**config.mk**
```make
export PLATFORM = sky130hd
export DESIGN_NAME = actuator_position_deadband_control
export DESIGN_NICKNAME = d
export VERILOG_FILES = /design/src/hdl/apdc_pkg.sv /design/src/hdl/apdc_mac.sv /design/src/hdl/apdc_div.sv /design/src/hdl/actuator_position_deadband_control.sv
export SDC_FILE = /design/constraint.sdc
export NUM_CORES = 1
export LEC_CHECK = 0
export BUFFER_PORTS_ARGS = -buffer_cell sky130_fd_sc_hd__buf_2
export CORE_MARGIN = 4
export CORE_UTILIZATION = 30
export DETAILED_ROUTE_END_ITERATION = 10
export RECOVER_POWER = 25
export SYNTH_ARGS = -nofsm -noshare
export SYNTH_HDL_FRONTEND = slang
export SYNTH_SLANG_ARGS = --single-unit
```
**constraint.sdc**
```tcl
create_clock -name clk_i -period 12.67 [get_ports clk_i]
set_input_delay 1.267 -clock clk_i [delete_from_list [all_inputs] [get_ports clk_i]]
set_output_delay 1.267 -clock clk_i [all_outputs]
set_load 0.01 [all_outputs]
```
**src/hdl/apdc_pkg.sv**
```systemverilog
// ----------------------------------------------------------------------------
// apdc_pkg: shared types and constants for the deadband position controller
// Field widths, sequencer states, unit request/response structs and helpers.
// ----------------------------------------------------------------------------
package apdc_pkg;

  // Field widths
  localparam int unsigned ADC_W    = 10;  // potentiometer sample, limits
  localparam int unsigned TP_W     = 9;   // signed target percent
  localparam int unsigned PCT_W    = 7;   // clamped percent 0..100
  localparam int unsigned BAND_W   = 7;   // slow band / slow speed regs
  localparam int unsigned DUTY_W   = 8;
  localparam int unsigned DRV_W    = 2;
  localparam int unsigned T_W      = 17;  // target in ADC counts * 100
  localparam int unsigned N_W      = 18;  // 100 * (sample - lower), signed
  localparam int unsigned Q_W      = 19;  // relative target before clamping

  // Shared multiply-add unit
  localparam int unsigned MAC_A_W  = 18;
  localparam int unsigned MAC_B_W  = 9;
  localparam int unsigned MAC_R_W  = 24;

  // Iterative divider
  localparam int unsigned DIV_N_W  = 17;
  localparam int unsigned DIV_D_W  = 10;

  localparam int unsigned PCT_FULL     = 100;
  localparam int unsigned DUTY_FULL    = 255;
  // floor(x / 100) == (x * 41944) >> 22 for x below 32768
  localparam int unsigned DIV100_RECIP = 41944;
  localparam int unsigned DIV100_SHIFT = 22;

  localparam logic signed [DRV_W-1:0] DRV_STOP    = 2'sb00;
  localparam logic signed [DRV_W-1:0] DRV_EXTEND  = 2'sb01;
  localparam logic signed [DRV_W-1:0] DRV_RETRACT = 2'sb11;

  typedef enum logic [1:0] {
    CMD_ABS,
    CMD_REL,
    CMD_SAMPLE,
    CMD_RSVD
  } cmd_e;

  typedef enum logic [1:0] {
    ERR_OK        = 2'd0,
    ERR_NO_LIMITS = 2'd1,
    ERR_LIMITS_EQ = 2'd2
  } err_e;

  typedef enum logic [1:0] {
    REG_LOWER,
    REG_UPPER,
    REG_SLOW_BAND,
    REG_SLOW_SPEED
  } cfg_reg_e;

  typedef enum logic [3:0] {
    ST_IDLE,
    ST_N_LO,
    ST_N_LAST,
    ST_DIV_GO,
    ST_DIV_WAIT,
    ST_T_HI,
    ST_T_LO,
    ST_D_SPAN,
    ST_M_BAND,
    ST_DUTY,
    ST_S_LHS,
    ST_S_LOW,
    ST_S_HIGH,
    ST_S_DONE,
    ST_EMIT
  } state_e;

  typedef struct packed {
    logic                      en;
    logic signed [MAC_A_W-1:0] a;
    logic signed [MAC_B_W-1:0] b;
    logic signed [MAC_R_W-1:0] c;
  } mac_op_t;

  typedef struct packed {
    logic               start;
    logic [DIV_N_W-1:0] dividend;
    logic [DIV_D_W-1:0] divisor;
  } div_req_t;

  typedef struct packed {
    logic               done;
    logic [DIV_N_W-1:0] quot;
    logic               rem_nz;
  } div_rsp_t;

  // floor(255 * pct / 100), saturated at full duty
  function automatic logic [DUTY_W-1:0] slow_duty(input logic [BAND_W-1:0] pct);
    logic [14:0] scaled;
    logic [30:0] prod;
    logic [8:0]  q;
    scaled = 15'(pct) * 15'(DUTY_FULL);
    prod   = 31'(scaled) * 31'(DIV100_RECIP);
    q      = 9'(prod >> DIV100_SHIFT);
    return (q > 9'(DUTY_FULL)) ? DUTY_W'(DUTY_FULL) : q[DUTY_W-1:0];
  endfunction

  function automatic logic [PCT_W-1:0] clamp_pct(input logic signed [Q_W-1:0] v);
    logic [PCT_W-1:0] r;
    if (v[Q_W-1]) begin
      r = '0;
    end else if (v > Q_W'(PCT_FULL)) begin
      r = PCT_W'(PCT_FULL);
    end else begin
      r = v[PCT_W-1:0];
    end
    return r;
  endfunction

endpackage

```
**src/hdl/apdc_mac.sv**
```systemverilog
// ----------------------------------------------------------------------------
// apdc_mac: shared multiply-add unit
// Registered r = a * b + c; loads only when the request is enabled.
// ----------------------------------------------------------------------------
module apdc_mac (
  input  logic                                    clk_i,
  input  apdc_pkg::mac_op_t                       op_i,
  output logic signed [apdc_pkg::MAC_R_W-1:0]     res_o
);

  logic signed [apdc_pkg::MAC_A_W+apdc_pkg::MAC_B_W-1:0] prod;
  logic signed [apdc_pkg::MAC_R_W-1:0]                   res_d;
  logic signed [apdc_pkg::MAC_R_W-1:0]                   res_q;

  assign prod  = op_i.a * op_i.b;
  assign res_d = $signed(prod[apdc_pkg::MAC_R_W-1:0]) + op_i.c;

  always_ff @(posedge clk_i) begin
    if (op_i.en) begin
      res_q <= res_d;
    end
  end

  assign res_o = res_q;

endmodule

```
**src/hdl/apdc_div.sv**
```systemverilog
// ----------------------------------------------------------------------------
// apdc_div: restoring divider, one quotient bit per cycle
// Unsigned magnitudes; done is high for a single cycle, along with the last step's result.
// ----------------------------------------------------------------------------
module apdc_div (
  input  logic                clk_i,
  input  logic                rst_ni,
  input  apdc_pkg::div_req_t  req_i,
  output apdc_pkg::div_rsp_t  rsp_o
);

  localparam int unsigned CNT_W = $clog2(apdc_pkg::DIV_N_W + 1);

  logic [apdc_pkg::DIV_D_W-1:0] rem_q, rem_d, divisor_q;
  logic [apdc_pkg::DIV_N_W-1:0] quo_q, quo_d;
  logic [CNT_W-1:0]             cnt_q;
  logic                         busy_q, done_q;
  logic [apdc_pkg::DIV_D_W:0]   trial, diff;
  logic                         fits;

  assign trial = {rem_q, quo_q[apdc_pkg::DIV_N_W-1]};
  assign diff  = trial - {1'b0, divisor_q};
  assign fits  = trial >= {1'b0, divisor_q};

  always_comb begin
    rem_d = fits ? diff[apdc_pkg::DIV_D_W-1:0] : trial[apdc_pkg::DIV_D_W-1:0];
    quo_d = {quo_q[apdc_pkg::DIV_N_W-2:0], fits};
  end

  always_ff @(posedge clk_i or negedge rst_ni) begin
    if (!rst_ni) begin
      busy_q <= 1'b0;
      done_q <= 1'b0;
      cnt_q  <= '0;
    end else begin
      done_q <= busy_q && (cnt_q == CNT_W'(1));
      if (req_i.start) begin
        busy_q <= 1'b1;
        cnt_q  <= CNT_W'(apdc_pkg::DIV_N_W);
      end else if (busy_q) begin
        cnt_q <= cnt_q - CNT_W'(1);
        if (cnt_q == CNT_W'(1)) begin
          busy_q <= 1'b0;
        end
      end
    end
  end

  always_ff @(posedge clk_i) begin
    if (req_i.start) begin
      quo_q     <= req_i.dividend;
      rem_q     <= '0;
      divisor_q <= req_i.divisor;
    end else if (busy_q) begin
      quo_q <= quo_d;
      rem_q <= rem_d;
    end
  end

  assign rsp_o.done   = done_q;
  assign rsp_o.quot   = quo_q;
  assign rsp_o.rem_nz = |rem_q;

endmodule

```
**src/hdl/actuator_position_deadband_control.sv**
```systemverilog
// ----------------------------------------------------------------------------
// actuator_position_deadband_control: bang-bang actuator position loop
// Input stream: tuser = command (absolute target, relative target, sample),
// tdata = target percent and potentiometer sample. Output stream: one result
// per request with drive direction, PWM duty, reached flag and error code.
// The user writes the limits and slow-speed settings on the config channel only
// while idle; the block does not enforce this. A sequencer works each request
// around one shared multiply-add unit; relative targets also run a 17-step
// restoring divider. Accepted targets pass the multiply-add states; a sample
// that completes an average while moving runs the band compares; other samples
// and refused or unused commands go straight to the result. Input is ready again
// in the cycle after the result is loaded. The result sits in an output
// register; a new request can be accepted while it waits, and the next result
// holds in the sequencer until the register frees up. Reset clears limits,
// averaging state and target, and sets the slow speed to full duty.
// ----------------------------------------------------------------------------
module actuator_position_deadband_control #(
  parameter int unsigned AVG_SAMPLES = 4,   // 1..16
  parameter int unsigned DEADBAND    = 2    // 0..64 ADC counts
) (
  input  logic        clk_i,
  input  logic        rst_ni,
  // config write channel
  input  logic        cfg_valid_i,
  output logic        cfg_ready_o,
  input  logic [1:0]  cfg_index_i,
  input  logic [9:0]  cfg_data_i,
  // request stream
  input  logic        s_axis_tvalid,
  output logic        s_axis_tready,
  input  logic [23:0] s_axis_tdata,   // [8:0] target_percent, [18:9] pot_sample
  input  logic [1:0]  s_axis_tuser,   // [1:0] cmd
  // result stream
  output logic        m_axis_tvalid,
  input  logic        m_axis_tready,
  output logic [15:0] m_axis_tdata    // [1:0] drive_direction, [9:2] pwm_duty,
                                      // [10] at_target, [12:11] error_code
);

  localparam int unsigned CNT_W = $clog2(AVG_SAMPLES + 1);
  localparam int unsigned SUM_W = apdc_pkg::ADC_W + $clog2(AVG_SAMPLES);
  // deadband edge offset, scaled like the sample sum (AVG * DB * 100)
  localparam logic signed [apdc_pkg::MAC_R_W-1:0] BAND_OFS =
    apdc_pkg::MAC_R_W'(AVG_SAMPLES * DEADBAND * apdc_pkg::PCT_FULL);

  // config registers
  logic [apdc_pkg::ADC_W-1:0]  lower_q, upper_q;
  logic [apdc_pkg::BAND_W-1:0] band_q, speed_q;
  logic [apdc_pkg::DUTY_W-1:0] slow_duty_q;

  // sequencer and scratch
  apdc_pkg::state_e                      state_q, state_d;
  apdc_pkg::cmd_e                        cmd_q, cmd_d;
  apdc_pkg::err_e                        err_q, err_d;
  logic signed [apdc_pkg::TP_W-1:0]      tp_q, tp_d;
  logic [apdc_pkg::PCT_W-1:0]            p_q, p_d;
  logic signed [apdc_pkg::N_W-1:0]       n_q, n_d;
  logic signed [apdc_pkg::MAC_R_W-1:0]   x_q, x_d;
  logic                                  lt_q, lt_d;

  // controller state
  logic [apdc_pkg::ADC_W-1:0]            last_q, last_d;
  logic [SUM_W-1:0]                      sum_q, sum_d;
  logic [CNT_W-1:0]                      cnt_q, cnt_d;
  logic [apdc_pkg::T_W-1:0]              target_q, target_d;
  logic [apdc_pkg::DUTY_W-1:0]           duty_q, duty_d;
  logic                                  moving_q, moving_d;
  logic                                  reached_q, reached_d;
  logic signed [apdc_pkg::DRV_W-1:0]     drive_q, drive_d;

  // output register
  logic                                  m_valid_q, m_valid_d;
  logic [15:0]                           m_data_q, m_data_d;

  // request fields
  apdc_pkg::cmd_e                        cmd_in;
  logic signed [apdc_pkg::TP_W-1:0]      tp_in;
  logic [apdc_pkg::ADC_W-1:0]            pot_in;
  logic                                  accept;

  // shared units
  apdc_pkg::mac_op_t                     mac_op;
  logic signed [apdc_pkg::MAC_R_W-1:0]   res;
  logic [apdc_pkg::MAC_R_W-1:0]          res_abs;
  apdc_pkg::div_req_t                    div_req;
  apdc_pkg::div_rsp_t                    div_rsp;

  // derived values
  logic signed [apdc_pkg::ADC_W:0]       span;
  logic                                  span_neg;
  logic [apdc_pkg::ADC_W-1:0]            abs_span;
  logic signed [apdc_pkg::DRV_W-1:0]     corr;
  logic                                  no_limits, limits_eq;
  logic [SUM_W-1:0]                      sum_nx;
  logic [CNT_W-1:0]                      cnt_nx;
  logic                                  avg_done;
  logic signed [apdc_pkg::Q_W-1:0]       q_pos, q_rel, tgt_rel;
  logic                                  q_neg;
  logic                                  out_load;
  logic [apdc_pkg::DUTY_W-1:0]           duty_out;

  assign cmd_in = apdc_pkg::cmd_e'(s_axis_tuser);
  assign tp_in  = $signed(s_axis_tdata[8:0]);
  assign pot_in = s_axis_tdata[18:9];
  assign accept = s_axis_tvalid && s_axis_tready;

  assign span      = $signed({1'b0, upper_q}) - $signed({1'b0, lower_q});
  assign span_neg  = lower_q > upper_q;
  assign abs_span  = span_neg ? (lower_q - upper_q) : (upper_q - lower_q);
  // drive toward the target: flipped when the limits are reversed
  assign corr      = span_neg ? apdc_pkg::DRV_RETRACT : apdc_pkg::DRV_EXTEND;
  assign no_limits = (lower_q == '0) && (upper_q == '0);
  assign limits_eq = lower_q == upper_q;

  assign sum_nx   = sum_q + SUM_W'(pot_in);
  assign cnt_nx   = cnt_q + CNT_W'(1);
  assign avg_done = cnt_nx >= CNT_W'(AVG_SAMPLES);

  assign res_abs = res[apdc_pkg::MAC_R_W-1] ? $unsigned(-res) : $unsigned(res);

  // floor division from magnitudes; res still holds 100*(last - lower)
  assign q_neg   = res[apdc_pkg::MAC_R_W-1] ^ span_neg;
  assign q_pos   = $signed(apdc_pkg::Q_W'(div_rsp.quot));
  assign q_rel   = q_neg ? (-q_pos - apdc_pkg::Q_W'(div_rsp.rem_nz)) : q_pos;
  assign tgt_rel = q_rel + apdc_pkg::Q_W'(tp_q);

  assign out_load = (state_q == apdc_pkg::ST_EMIT) && (!m_valid_q || m_axis_tready);
  assign duty_out = (drive_q == apdc_pkg::DRV_STOP) ? '0 : duty_q;

  assign s_axis_tready = state_q == apdc_pkg::ST_IDLE;
  assign cfg_ready_o   = 1'b1;
  assign m_axis_tvalid = m_valid_q;
  assign m_axis_tdata  = m_data_q;

  apdc_mac u_mac (
    .clk_i (clk_i),
    .op_i  (mac_op),
    .res_o (res)
  );

  apdc_div u_div (
    .clk_i  (clk_i),
    .rst_ni (rst_ni),
    .req_i  (div_req),
    .rsp_o  (div_rsp)
  );

  // --------------------------------------------------------------------------
  // Next state
  // --------------------------------------------------------------------------
  always_comb begin
    state_d = state_q;
    unique case (state_q)
      apdc_pkg::ST_IDLE: begin
        if (accept) begin
          unique case (cmd_in)
            apdc_pkg::CMD_ABS: begin
              state_d = apdc_pkg::ST_N_LO;
            end
            apdc_pkg::CMD_REL: begin
              state_d = (no_limits || limits_eq) ? apdc_pkg::ST_EMIT : apdc_pkg::ST_N_LO;
            end
            apdc_pkg::CMD_SAMPLE: begin
              state_d = (avg_done && moving_q) ? apdc_pkg::ST_S_LHS : apdc_pkg::ST_EMIT;
            end
            apdc_pkg::CMD_RSVD: begin
              state_d = apdc_pkg::ST_EMIT;
            end
          endcase
        end
      end
      apdc_pkg::ST_N_LO:     state_d = apdc_pkg::ST_N_LAST;
      apdc_pkg::ST_N_LAST: begin
        state_d = (cmd_q == apdc_pkg::CMD_REL) ? apdc_pkg::ST_DIV_GO : apdc_pkg::ST_T_HI;
      end
      apdc_pkg::ST_DIV_GO:   state_d = apdc_pkg::ST_DIV_WAIT;
      apdc_pkg::ST_DIV_WAIT: begin
        if (div_rsp.done) begin
          state_d = apdc_pkg::ST_T_HI;
        end
      end
      apdc_pkg::ST_T_HI:     state_d = apdc_pkg::ST_T_LO;
      apdc_pkg::ST_T_LO:     state_d = apdc_pkg::ST_D_SPAN;
      apdc_pkg::ST_D_SPAN:   state_d = apdc_pkg::ST_M_BAND;
      apdc_pkg::ST_M_BAND:   state_d = apdc_pkg::ST_DUTY;
      apdc_pkg::ST_DUTY:     state_d = apdc_pkg::ST_EMIT;
      apdc_pkg::ST_S_LHS:    state_d = apdc_pkg::ST_S_LOW;
      apdc_pkg::ST_S_LOW:    state_d = apdc_pkg::ST_S_HIGH;
      apdc_pkg::ST_S_HIGH:   state_d = apdc_pkg::ST_S_DONE;
      apdc_pkg::ST_S_DONE:   state_d = apdc_pkg::ST_EMIT;
      apdc_pkg::ST_EMIT: begin
        if (out_load) begin
          state_d = apdc_pkg::ST_IDLE;
        end
      end
      default:               state_d = apdc_pkg::ST_IDLE;
    endcase
  end

  // --------------------------------------------------------------------------
  // Unit requests: one multiply-add per state
  // --------------------------------------------------------------------------
  always_comb begin
    mac_op = '0;
    unique case (state_q)
      apdc_pkg::ST_N_LO: begin     // -100 * lower
        mac_op.en = 1'b1;
        mac_op.a  = apdc_pkg::MAC_A_W'(lower_q);
        mac_op.b  = -$signed(apdc_pkg::MAC_B_W'(apdc_pkg::PCT_FULL));
      end
      apdc_pkg::ST_N_LAST: begin   // n = 100 * last - 100 * lower
        mac_op.en = 1'b1;
        mac_op.a  = apdc_pkg::MAC_A_W'(last_q);
        mac_op.b  = apdc_pkg::MAC_B_W'(apdc_pkg::PCT_FULL);
        mac_op.c  = res;
      end
      apdc_pkg::ST_T_HI: begin     // upper * p
        mac_op.en = 1'b1;
        mac_op.a  = apdc_pkg::MAC_A_W'(upper_q);
        mac_op.b  = apdc_pkg::MAC_B_W'(p_q);
      end
      apdc_pkg::ST_T_LO: begin     // + lower * (100 - p)
        mac_op.en = 1'b1;
        mac_op.a  = apdc_pkg::MAC_A_W'(lower_q);
        mac_op.b  = apdc_pkg::MAC_B_W'(apdc_pkg::PCT_FULL) - apdc_pkg::MAC_B_W'(p_q);
        mac_op.c  = res;
      end
      apdc_pkg::ST_D_SPAN: begin   // distance d = n - p * span
        mac_op.en = 1'b1;
        mac_op.a  = apdc_pkg::MAC_A_W'(span);
        mac_op.b  = -$signed(apdc_pkg::MAC_B_W'(p_q));
        mac_op.c  = apdc_pkg::MAC_R_W'(n_q);
      end
      apdc_pkg::ST_M_BAND: begin   // slow threshold (band + 1) * |span|
        mac_op.en = 1'b1;
        mac_op.a  = apdc_pkg::MAC_A_W'(abs_span);
        mac_op.b  = apdc_pkg::MAC_B_W'(band_q) + apdc_pkg::MAC_B_W'(1);
      end
      apdc_pkg::ST_S_LHS: begin    // sum * 100
        mac_op.en = 1'b1;
        mac_op.a  = apdc_pkg::MAC_A_W'(sum_q);
        mac_op.b  = apdc_pkg::MAC_B_W'(apdc_pkg::PCT_FULL);
      end
      apdc_pkg::ST_S_LOW: begin    // lower band edge
        mac_op.en = 1'b1;
        mac_op.a  = apdc_pkg::MAC_A_W'(target_q);
        mac_op.b  = apdc_pkg::MAC_B_W'(AVG_SAMPLES);
        mac_op.c  = -BAND_OFS;
      end
      apdc_pkg::ST_S_HIGH: begin   // upper band edge
        mac_op.en = 1'b1;
        mac_op.a  = apdc_pkg::MAC_A_W'(target_q);
        mac_op.b  = apdc_pkg::MAC_B_W'(AVG_SAMPLES);
        mac_op.c  = BAND_OFS;
      end
      default: begin
        mac_op = '0;
      end
    endcase
  end

  always_comb begin
    div_req.start    = state_q == apdc_pkg::ST_DIV_GO;
    div_req.dividend = res_abs[apdc_pkg::DIV_N_W-1:0];
    div_req.divisor  = abs_span;
  end

  // --------------------------------------------------------------------------
  // Datapath updates
  // --------------------------------------------------------------------------
  always_comb begin
    cmd_d     = cmd_q;
    err_d     = err_q;
    tp_d      = tp_q;
    p_d       = p_q;
    n_d       = n_q;
    x_d       = x_q;
    lt_d      = lt_q;
    last_d    = last_q;
    sum_d     = sum_q;
    cnt_d     = cnt_q;
    target_d  = target_q;
    duty_d    = duty_q;
    moving_d  = moving_q;
    reached_d = reached_q;
    drive_d   = drive_q;

    unique case (state_q)
      apdc_pkg::ST_IDLE: begin
        if (accept) begin
          cmd_d = cmd_in;
          tp_d  = tp_in;
          err_d = apdc_pkg::ERR_OK;
          p_d   = apdc_pkg::clamp_pct(apdc_pkg::Q_W'(tp_in));
          unique case (cmd_in)
            apdc_pkg::CMD_REL: begin
              if (no_limits) begin
                err_d = apdc_pkg::ERR_NO_LIMITS;
              end else if (limits_eq) begin
                err_d = apdc_pkg::ERR_LIMITS_EQ;
              end
            end
            apdc_pkg::CMD_SAMPLE: begin
              last_d = pot_in;
              if (avg_done) begin
                cnt_d = '0;
                if (moving_q) begin
                  sum_d = sum_nx;   // compared in the following states
                end else begin
                  sum_d   = '0;
                  drive_d = apdc_pkg::DRV_STOP;
                end
              end else begin
                sum_d = sum_nx;
                cnt_d = cnt_nx;
              end
            end
            default: begin
            end
          endcase
        end
      end
      apdc_pkg::ST_DIV_WAIT: begin
        if (div_rsp.done) begin
          p_d = apdc_pkg::clamp_pct(tgt_rel);
        end
      end
      apdc_pkg::ST_T_HI: begin
        n_d = res[apdc_pkg::N_W-1:0];
      end
      apdc_pkg::ST_D_SPAN: begin
        target_d = res[apdc_pkg::T_W-1:0];
      end
      apdc_pkg::ST_M_BAND: begin
        x_d = $signed(res_abs);
      end
      apdc_pkg::ST_DUTY: begin
        // equal limits give a zero threshold, so full duty
        duty_d    = (x_q < res) ? slow_duty_q : apdc_pkg::DUTY_W'(apdc_pkg::DUTY_FULL);
        moving_d  = 1'b1;
        reached_d = 1'b0;
        drive_d   = apdc_pkg::DRV_STOP;
        sum_d     = '0;
        cnt_d     = '0;
      end
      apdc_pkg::ST_S_LOW: begin
        x_d = res;
      end
      apdc_pkg::ST_S_HIGH: begin
        lt_d = x_q < res;
      end
      apdc_pkg::ST_S_DONE: begin
        if (lt_q) begin
          drive_d = corr;
        end else if (x_q > res) begin
          drive_d = -corr;
        end else begin
          drive_d   = apdc_pkg::DRV_STOP;
          moving_d  = 1'b0;
          reached_d = 1'b1;
        end
        sum_d = '0;
        cnt_d = '0;
      end
      default: begin
      end
    endcase
  end

  always_comb begin
    m_valid_d = m_valid_q;
    m_data_d  = m_data_q;
    if (out_load) begin
      m_valid_d = 1'b1;
      m_data_d  = {3'b000, err_q, reached_q, duty_out, drive_q};
    end else if (m_axis_tready) begin
      m_valid_d = 1'b0;
    end
  end

  // --------------------------------------------------------------------------
  // Registers
  // --------------------------------------------------------------------------
  always_ff @(posedge clk_i or negedge rst_ni) begin
    if (!rst_ni) begin
      lower_q <= '0;
      upper_q <= '0;
      band_q  <= '0;
      speed_q <= apdc_pkg::BAND_W'(apdc_pkg::PCT_FULL);
    end else if (cfg_valid_i) begin
      unique case (apdc_pkg::cfg_reg_e'(cfg_index_i))
        apdc_pkg::REG_LOWER:      lower_q <= cfg_data_i;
        apdc_pkg::REG_UPPER:      upper_q <= cfg_data_i;
        apdc_pkg::REG_SLOW_BAND:  band_q  <= cfg_data_i[apdc_pkg::BAND_W-1:0];
        apdc_pkg::REG_SLOW_SPEED: speed_q <= cfg_data_i[apdc_pkg::BAND_W-1:0];
      endcase
    end
  end

  always_ff @(posedge clk_i or negedge rst_ni) begin
    if (!rst_ni) begin
      state_q   <= apdc_pkg::ST_IDLE;
      last_q    <= '0;
      sum_q     <= '0;
      cnt_q     <= '0;
      target_q  <= '0;
      duty_q    <= '0;
      moving_q  <= 1'b0;
      reached_q <= 1'b0;
      drive_q   <= apdc_pkg::DRV_STOP;
      m_valid_q <= 1'b0;
    end else begin
      state_q   <= state_d;
      last_q    <= last_d;
      sum_q     <= sum_d;
      cnt_q     <= cnt_d;
      target_q  <= target_d;
      duty_q    <= duty_d;
      moving_q  <= moving_d;
      reached_q <= reached_d;
      drive_q   <= drive_d;
      m_valid_q <= m_valid_d;
    end
  end

  always_ff @(posedge clk_i) begin
    cmd_q       <= cmd_d;
    err_q       <= err_d;
    tp_q        <= tp_d;
    p_q         <= p_d;
    n_q         <= n_d;
    x_q         <= x_d;
    lt_q        <= lt_d;
    m_data_q    <= m_data_d;
    slow_duty_q <= apdc_pkg::slow_duty(speed_q);
  end

`ifndef SYNTHESIS
  a_div_done_in_wait: assert property (@(posedge clk_i) disable iff (!rst_ni)
    div_rsp.done |-> state_q == apdc_pkg::ST_DIV_WAIT)
    else $error("divider finished outside its wait state");

  a_drive_needs_move: assert property (@(posedge clk_i) disable iff (!rst_ni)
    (drive_q != apdc_pkg::DRV_STOP) |-> moving_q)
    else $error("motor driven with no move in progress");

  a_reached_stopped: assert property (@(posedge clk_i) disable iff (!rst_ni)
    reached_q |-> !moving_q)
    else $error("reached flag set while still moving");

  a_drive_code: assert property (@(posedge clk_i) disable iff (!rst_ni)
    drive_q == apdc_pkg::DRV_STOP || drive_q == apdc_pkg::DRV_EXTEND ||
    drive_q == apdc_pkg::DRV_RETRACT)
    else $error("illegal drive code");

  a_result_from_emit: assert property (@(posedge clk_i) disable iff (!rst_ni)
    $rose(m_axis_tvalid) |-> $past(state_q == apdc_pkg::ST_EMIT))
    else $error("result raised outside the emit state");
`endif

endmodule

```
# [Word level (Yosys, flattened, before mapping)]
# Cells that the tools add are included.
[word_totals] word_cells=186 reg_bits=245 out_inout_bits=19
[classes] eq_ne=31 bitwise_logic=2 n_lt_le_gt_ge=8 n_reduce_logical=37 mul=3 addsub=16 n_mux=57
[ops] operator="$pmux 28 s8" n=1
[ops] operator="$pmux 24 s4" n=1
[ops] operator="$pmux 4 s14" n=1
[ops] operator="$mux 12" n=4
[ops] operator="$pmux 24 s2" n=1
[ops] operator="$mux 7" n=6
[ops] operator="$gt 19x7->1 const B" n=2
[ops] operator="$mux 17" n=2
[ops] operator="$sub 10x10->10" n=3
[ops] operator="$eq 4x4->1 const B" n=7
[ops] operator="$mul 15x13->28 const B" n=1
[ops] operator="$add 24x24->24" n=1
[ops] operator="$gt 24x24->1" n=1
[ops] operator="$lt 24x24->1" n=1
[ops] operator="$mul 18x9->24" n=1
[ops] operator="$mux 24" n=1
[ops] operator="$neg 24->24" n=1
[ops] operator="$pmux 12 s2" n=1
[ops] operator="$logic_not 10->1" n=2
[ops] operator="$mux 10" n=2
[ops] operator="$add 19x9->19" n=1
[ops] operator="$mux 19" n=1
[ops] operator="$neg 17->19" n=1
[ops] operator="$sub 19x1->19" n=1
[ops] operator="other kinds (47)" n=110

# [Logic depth before layout (Yosys ltp)]
# Gate-level depths: netlist (run 1).
[logic_depth] depth_word=9 depth_mapped=35

# [Modules after synthesis]
# From an unflattened synthesis (run 1), not the netlist that was laid out.
[unflattened] cells_unflattened=2765 area_unflattened_um2=26107.5
[by_module_without_submodules] module="actuator_position_deadband_control" seq_area_each_um2=4773.3 area_each_um2=17036.3 cells_per_inst=1822 instances=1
[by_module_without_submodules] module="apdc_mac" seq_area_each_um2=720.7 area_each_um2=6759.0 cells_per_inst=736 instances=1
[by_module_without_submodules] module="apdc_div" seq_area_each_um2=1186.1 area_each_um2=2312.2 cells_per_inst=207 instances=1

# [Worst setup path after synthesis (run 1)]
# Ideal clock, no wire load.
[synth_path] path_kind="register to register" from="register speed_q[5] (netlist name)" to="register slow_duty_q[1] (netlist name)" path_buffers=0 arrival_ns=8.885 stages_incl_launch_ff=34 required_ns=12.550 slack_ns=3.665 setup_time_ns=0.120 cell_sequence="dfstp_2 fa_1 fa_1 inv_1 fa_1 fa_1 inv_1 ha_1 or2_2 a21oi_1 o31ai_1 or2_2 a21oi_1 xor2_1 inv_1 ha_1 inv_1 fa_1 inv_1 fa_1 fa_1 inv_1 fa_1 inv_1 ha_1 nand3_1 nor2_1 and4_1 o21ai_0 a311oi_1 nor2_1 o211ai_1 nand3_1 or2_1"
[synth_via] elab_chain_cells=3
[synth_rtl] element="start, declared" line_no="actuator_position_deadband_control.sv:48" source="logic [apdc_pkg::BAND_W-1:0] band_q, speed_q;"
[synth_rtl] element="start signal, assigned" line_no="actuator_position_deadband_control.sv:389" source="speed_q <= apdc_pkg::BAND_W'(apdc_pkg::PCT_FULL);"
[synth_rtl] element="start signal, assigned" line_no="actuator_position_deadband_control.sv:395" source="apdc_pkg::REG_SLOW_SPEED: speed_q <= cfg_data_i[apdc_pkg::BAND_W-1:0];"
[synth_rtl] element="$mul 7x8->15 *" line_no="apdc_pkg.sv:99" source="scaled = 15'(pct) * 15'(DUTY_FULL);"
[synth_rtl] element="$mul 15x13->28 *" line_no="apdc_pkg.sv:100" source="prod = 31'(scaled) * 31'(DIV100_RECIP);"
[synth_rtl] element="$gt 9x8->1" line_no="apdc_pkg.sv:102" source="return (q > 9'(DUTY_FULL)) ? DUTY_W'(DUTY_FULL) : q[DUTY_W-1:0];"
[synth_rtl] element="end signal, assigned" line_no="actuator_position_deadband_control.sv:435" source="slow_duty_q <= apdc_pkg::slow_duty(speed_q);"
[synth_rtl] element="end, declared" line_no="actuator_position_deadband_control.sv:49" source="logic [apdc_pkg::DUTY_W-1:0] slow_duty_q;"
# Mark *: on every way between the ends. The rest lies on a longest branch, timed or not.
# A chain may end at the register's enable or synchronous reset.

# [Worst setup path in the final report (run 1)]
# Ends and elaborated chain as after synthesis.

==> impl_results.md, run 1 <==
* Num rows at ~110
* Share of the synthesized area in the top cell type at roughly 17%
* RSZ-0062 raised after global routing: false
* Max stage delay cell, worst path: fa_1
* Core area at between 80000 and 90000 µm²
* Worst-Margin Slew at a little over 3000 ps
* Mapped Cells at about 2700
* CP Launch Type: flop
* Area grow syn2layout at 9.800%
* R2R depth at 32
* Post-synth ARST share at between 40% and 50%
* Most common cell after layout, fill and taps aside: inv_1
* Max Cap Viol at 3
* Vias in the first global route at about 19000
* Hold Vio Cnt, Final at 0
* Met3 usage at under 10%
* Max_slew headroom at -104.7%
* Period utilisation layout at 79.24%
* Critical Path Source: speed_q[5]
* Layout Skew at between 30 and 40 ps
* Flop-to-flop setup slack at around 2600 ps
* Crit path arrival time at 10510 ps
* Status: complete, but fails checks
* Commonest cells after routing, fill and taps aside: 414 x inv_1, 305 x ha_1, 250 x nand2_1, 224 x fa_1, 150 x nor2_1
* Synthesis Warnings at 0
* Post-route antenna net violation count at 0
* Initial antenna violation count at 6
* Gr busiest metal: met2
* Via count at ~19000
* Worst r2r src: speed_q[5]
* Post-CTS sizing at 0
* Pin count of the biggest net entering global routing at 58
* Clock latency on the worst-skew pair at roughly 600 ps
* Mapped cell area at ~26000 µm²
* Failing checks: capacitance limit, slew limit
* GP Congestion at 0.8678
* Post-synth EDFFs at approximately 130
* Longest Clk Path Bufs at 3
* Ranking of synthesized cells by area: fa_1 17%, ha_1 15%, edfxtp_1 15%
* Hold_buf cts at 0
* Worst EP required at about 13000 ps
* Crit path largest cell delay at slightly above 600 ps
* Initial detailed-routing violation count at roughly 1200
* DR pass1 iterations at 6
* Port Buffers at 52
* Cell variety after synth at 102
* Clk slew on worst S/H paths at around 60 ps
* Area leader, netlist: fa_1
* Worst setup path end: slow_duty_q[1]
* Post-CTS setup repair buffer count at 0
* # H-tree levels at 1
* Die span in y at 302.1 µm
* Fin Setup TNS at 0 ps
* Most frequent cell on the critical path: fa_1
* Final-report max-slew violation count at approximately 120
* FMAX at 99.60 MHz
* GR Util All Layers at ~14%
* CTS sink cnt at between 200 and 250
* Non-filler instance count after layout at around 4000
* Root Driver: clkbuf_16
* DPL Wire Length at approximately 53000 µm
* Global-route wire length before repair at 103800 µm
* Total CTS buffers at 30
* Setup crit end kind: flop
* Vias/cell at approximately 4.8
* Final Setup Violations at 0
* Die area at 91250 µm²
* Die width at 302.1 µm
* Placed Cells at slightly below 4000
* Reg-to-Reg End: slow_duty_q[1]
* FF+latch count, synth at 245
* Setup CP Type: flop to flop
* Grt ovf at 0
* # nets final at 3322
* Primary FF master, synth: edfxtp_1
* Hold Path Class: flop to flop
* Minimum clock period at 10040 ps
* Synthesized area per cell at about 9.5 µm²
* Detailed Route WL at around 65000 µm
* Drt drc at 0
* Top Ports at 62
* CTS tree: built
* Met2 GRT Util at a little under a quarter
* Avg WL per Cell at between 15 and 20 µm
* Sequential area share after synthesis at between 20% and 30%
* Critical Path Fanout Max at 6
* Starting density of the core at around 30%
* Met1 Usage GRT at a little under a fifth
* Layout cells sized above 1 at under 10%
worst max-delay path, delay by kind of cell, from the launching register on:
kind	cells	cell delay, ps
adder cells (fa/ha/maj)	10	4860
AO/OA/AOI/OAI	7	1760
AND/OR/NAND/NOR	8	1740
flip-flops	1	600
buffers and inverters	6	530
XOR/XNOR	1	420
cell usage after synthesis (14+ instances only):
master / number
mux2_2: 38
a21oi_1: 118
inv_1: 414
o21bai_1: 22
dfrtp_1: 97
a22o_1: 17
and2_1: 15
mux2i_1: 16
o21a_1: 22
nand4_1: 20
nor3_1: 34
dfxtp_1: 18
fa_1: 224
a21o_1: 48
nor2_1: 151
ha_1: 305
a221o_1: 26
xor2_1: 37
nand2b_1: 29
nand3_1: 45
nand2_1: 250
xnor2_1: 116
edfxtp_1: 127
o21ai_0: 149
clkbuf_1: 50
or3_1: 14
nor2b_1: 50
buf_2: 17
a211oi_1: 15
per-stage QoR:
stage          utilization, %  setup slack (ps)  hold slack [ps]  instance area (µm²)
2_1_floorplan               -              3665            400.3                25950
3_3_place_gp            32.23              2607            410.9                27530
3_5_place_dp            32.23              2616            418.2                27530
4_1_cts                 33.38              2536            434.1                28510
5_1_grt                 33.35              1889            437.8                28490
6_report                33.35              2630            432.9                28490
layer usage:
metal  wire length (µm)  up-vias
met3               3351       96
li1                   -     9328
met1              28680     9181
met2              30320      362
met4               2238        4
met5                 26        -
worst min-delay path by stage:
stage | from | endpoint | slack, ps | cells after the start
2_1_floorplan | err_q[0] | m_axis_tdata[11] | 400 | 0
4_1_cts | err_q[0] | m_axis_tdata[11] | 430 | 0
3_3_place_gp | err_q[0] | m_axis_tdata[11] | 410 | 0
6_report | err_q[0] | m_axis_tdata[11] | 430 | 0
3_5_place_dp | err_q[1] | m_axis_tdata[12] | 420 | 0
5_1_grt | err_q[0] | m_axis_tdata[11] | 440 | 0
sequential cells by signal (all words and copies together) (netlist names), 5 cells and up:
| register | flops |
|---|---|
| u_mac.res_o | 24 |
| x_q | 24 |
| n_q | 18 |
| target_q | 17 |
| u_div.quo_q | 17 |
| m_axis_tdata | 13 |
| sum_q | 12 |
| last_q | 10 |
| lower_q | 10 |
| u_div.divisor_q | 10 |
| u_div.rem_q | 10 |
| upper_q | 10 |
| tp_q | 9 |
| duty_q | 8 |
| slow_duty_q | 8 |
| band_q | 7 |
| p_q | 7 |
| speed_q | 7 |
| u_div.cnt_q | 5 |
logic make-up (layout without fill, tap and decap cells):
group / after synthesis / after routing / synth area share (%)
flops: 245 / 245 / 25.75
fa+ha+maj: 529 / 529 / 31.99
mux: 54 / 54 / 2.267
compound gates: 559 / 559 / 14.78
buf+inv: 494 / 549 / 7.374
other cells: 2 / 5 / 0.02895
simple gates: 681 / 681 / 12.65
xor+xnor: 153 / 153 / 5.165
area by class of cell:
class	instances	area, µm²
diodes	1	2.502
clock buffers	41	822.0
clock inverters	15	167.7
fillers	8919	56930
inverters	415	1558
multi-input cells	1980	17390
flip-flops and latches	245	6680
well taps	1144	1431
repair buffers	78	431.7
Power of run 1 is not shown: default switching activity piles up to over one toggle a cycle in this logic, so the estimate is an artifact.
==> run 2: changes to the inputs <==
==> constraint.sdc (replaced) <==
create_clock -name clk_i -period 8.5 [get_ports clk_i]
set_input_delay 0.85 -clock clk_i [delete_from_list [all_inputs] [get_ports clk_i]]
set_output_delay 0.85 -clock clk_i [all_outputs]
set_load 0.01 [all_outputs]
==> impl_results.md, run 2 (synthesized netlist as in run 1, its figures left out) <==
* # H-tree levels at 1 (unchanged)
* Vias in the first global route at 19743 (+2.3%)
* Hold Vio Cnt, Final at 0 (unchanged)
* Core area at 85410 µm² (unchanged)
* Num rows at 107 (unchanged)
* Failing checks: capacitance limit, slew limit, setup timing
* Die area at 91250 µm² (unchanged)
* Final-report max-slew violation count at 124 (unchanged)
* Area grow syn2layout at 14.41%
* Status: complete, but fails checks
* Setup crit end kind: flop
* Port Buffers at 52 (unchanged)
* Longest Clk Path Bufs at 3 (unchanged)
* Drt drc at 0 (unchanged)
* Setup CP Type: flop to flop
* Detailed Route WL at 66720 µm (+3.3%)
* CTS sink cnt at 245 (unchanged)
* Critical Path Fanout Max at 5 (-1)
* Period utilisation layout at 100.1% (+21 points)
* DR pass1 iterations at 6 (unchanged)
* Total CTS buffers at 29 (-3.3%)
* RSZ-0062 raised after global routing: true
* GR Util All Layers at 14.63% (+0.47 points)
* CTS tree: built
* Fin area at 29680 µm² (+4.2%)
* Max Cap Viol at 3 (unchanged)
* DPL Wire Length at 54900 µm (+4.0%)
* Avg WL per Cell at 16.61 µm (+0.76%)
* Placed Cells at 3942 (+2.1%)
* Starting density of the core at 30.37% (unchanged)
* Layout Skew at 30.46 ps (-5.644 ps)
* Max_slew headroom at -155.1% (-50 points)
* # nets final at 3420 (+3.0%)
* Final worst slack at -8.090 ps (-2638 ps)
* Post-route core utilization at 34.75% (+1.4 points)
* Commonest cells after routing, fill and taps aside: 402 x inv_1, 290 x ha_1, 250 x nand2_1, 219 x fa_1, 147 x nor2_1
* Worst-Margin Slew at 3826 ps (+755.5 ps)
* Post-route antenna net violation count at 0 (unchanged)
* Min Hold Slack at 425.9 ps (-7.030 ps)
* Root Driver: clkbuf_16
* FMAX at 117.5 MHz (+18%)
* Initial antenna violation count at 2 (-4)
* Initial detailed-routing violation count at 1075 (-9.3%)
* Fillers at 8812 (-1.2%)
* Non-filler instance count after layout at 4016 (+2.5%)
* Placed Area at 28270 µm² (+2.7%)
* Clock latency on the worst-skew pair at 580 ps (about the same)
* Minimum clock period at 8508 ps (-1532 ps)
* Worst path top cell family by delay: adder cells
* Die width at 302.1 µm (unchanged)
* Clk slew on worst S/H paths at 60 ps (about the same)
* Most frequent cell on the critical path: fa_1
* Grt ovf at 0 (unchanged)
* CP bufs+invs at 8 (+2)
* Crit path arrival time at 8950 ps (-1560 ps)
* Hold Path Class: flop to flop
* Layout cells sized above 1 at 12.96% (+5.2 points)
* Worst EP required at 8950 ps (-4190 ps)
* Pin count of the biggest net entering global routing at 71 (+22%)
* Max stage delay cell, worst path: fa_1
* Global-route wire length before repair at 107600 µm (+3.6%)
* Vias/cell at 4.857 (+0.33%)
* Most common cell after layout, fill and taps aside: inv_1
* GP Congestion at 0.8965 (+3.3%)
* Crit path largest cell delay at 560 ps (-60 ps)
* Top Ports at 62 (unchanged)
* Via count at 19504 (+2.8%)
* Final Setup Violations at 1 (+1)
* Die span in y at 302.1 µm (unchanged)
* CP Launch Type: flop
[run 2: worst paths after layout]
| path | startpoint | to | slack (ps) | cells after the start |
|---|---|---|---|---|
| hold / removal | err_q[0] | m_axis_tdata[11] | 430 | 0 |
| min in group asynchronous | rst_ni | reached_q | 880 | 1 |
| setup / recovery | speed_q[2] | slow_duty_q[1] | -8 | 34 |
| max in group asynchronous | rst_ni | speed_q[3] | 3110 | 2 |
| hold reg to reg | err_q[0] | m_axis_tdata[11] | 430 | 0 |
| setup reg to reg | speed_q[2] | slow_duty_q[1] | -8 | 34 |
[run 2: timing repair]
action,in CTS,in global routing
hold endpoints to repair,0,0
gates resized for setup,28,21
hold buffers,0,0
pin swaps,42,43
setup endpoints to repair,8,13
buffers inserted,10,13
[run 2: final cells by class]
class,instances,area [µm²],share of cell area (%)
clock inverter,19,197.7,0.6660
inverter,415,1560,5.257
multi-input combinational,1980,17800,59.98
sequential,245,6680,22.51
clock buffer,35,800.8,2.698
timing repair buffer,177,1207,4.068
tap,1144,1431,4.822
antenna,1,2.502,0.008431
[run 2: stage by stage]
step / setup WS, ps / setup TNS, ps
after floorplan: 25.87 / 0
after global placement: -103.5 / -312.7
after detailed placement: -215.9 / -909.2
after CTS: -60.90 / -60.90
after global routing: -431.4 / -2718
final: -8.090 / -8.090
[run 2: metal layers]
| metal | up-vias | routed length [µm] | share of wire [%] | global-route usage [%] |
|---|---|---|---|---|
| li1 | 9529 | - | - | - |
| met4 | 0 | 1592 | 2.4 | 3.328 |
| met3 | 90 | 3351 | 5.0 | 1.730 |
| met5 | - | 0 | 0 | 0 |
| met2 | 361 | 32350 | 48 | 25.49 |
| met1 | 9524 | 29420 | 44 | 19.51 |
Power of run 2 is left out for the same reason.
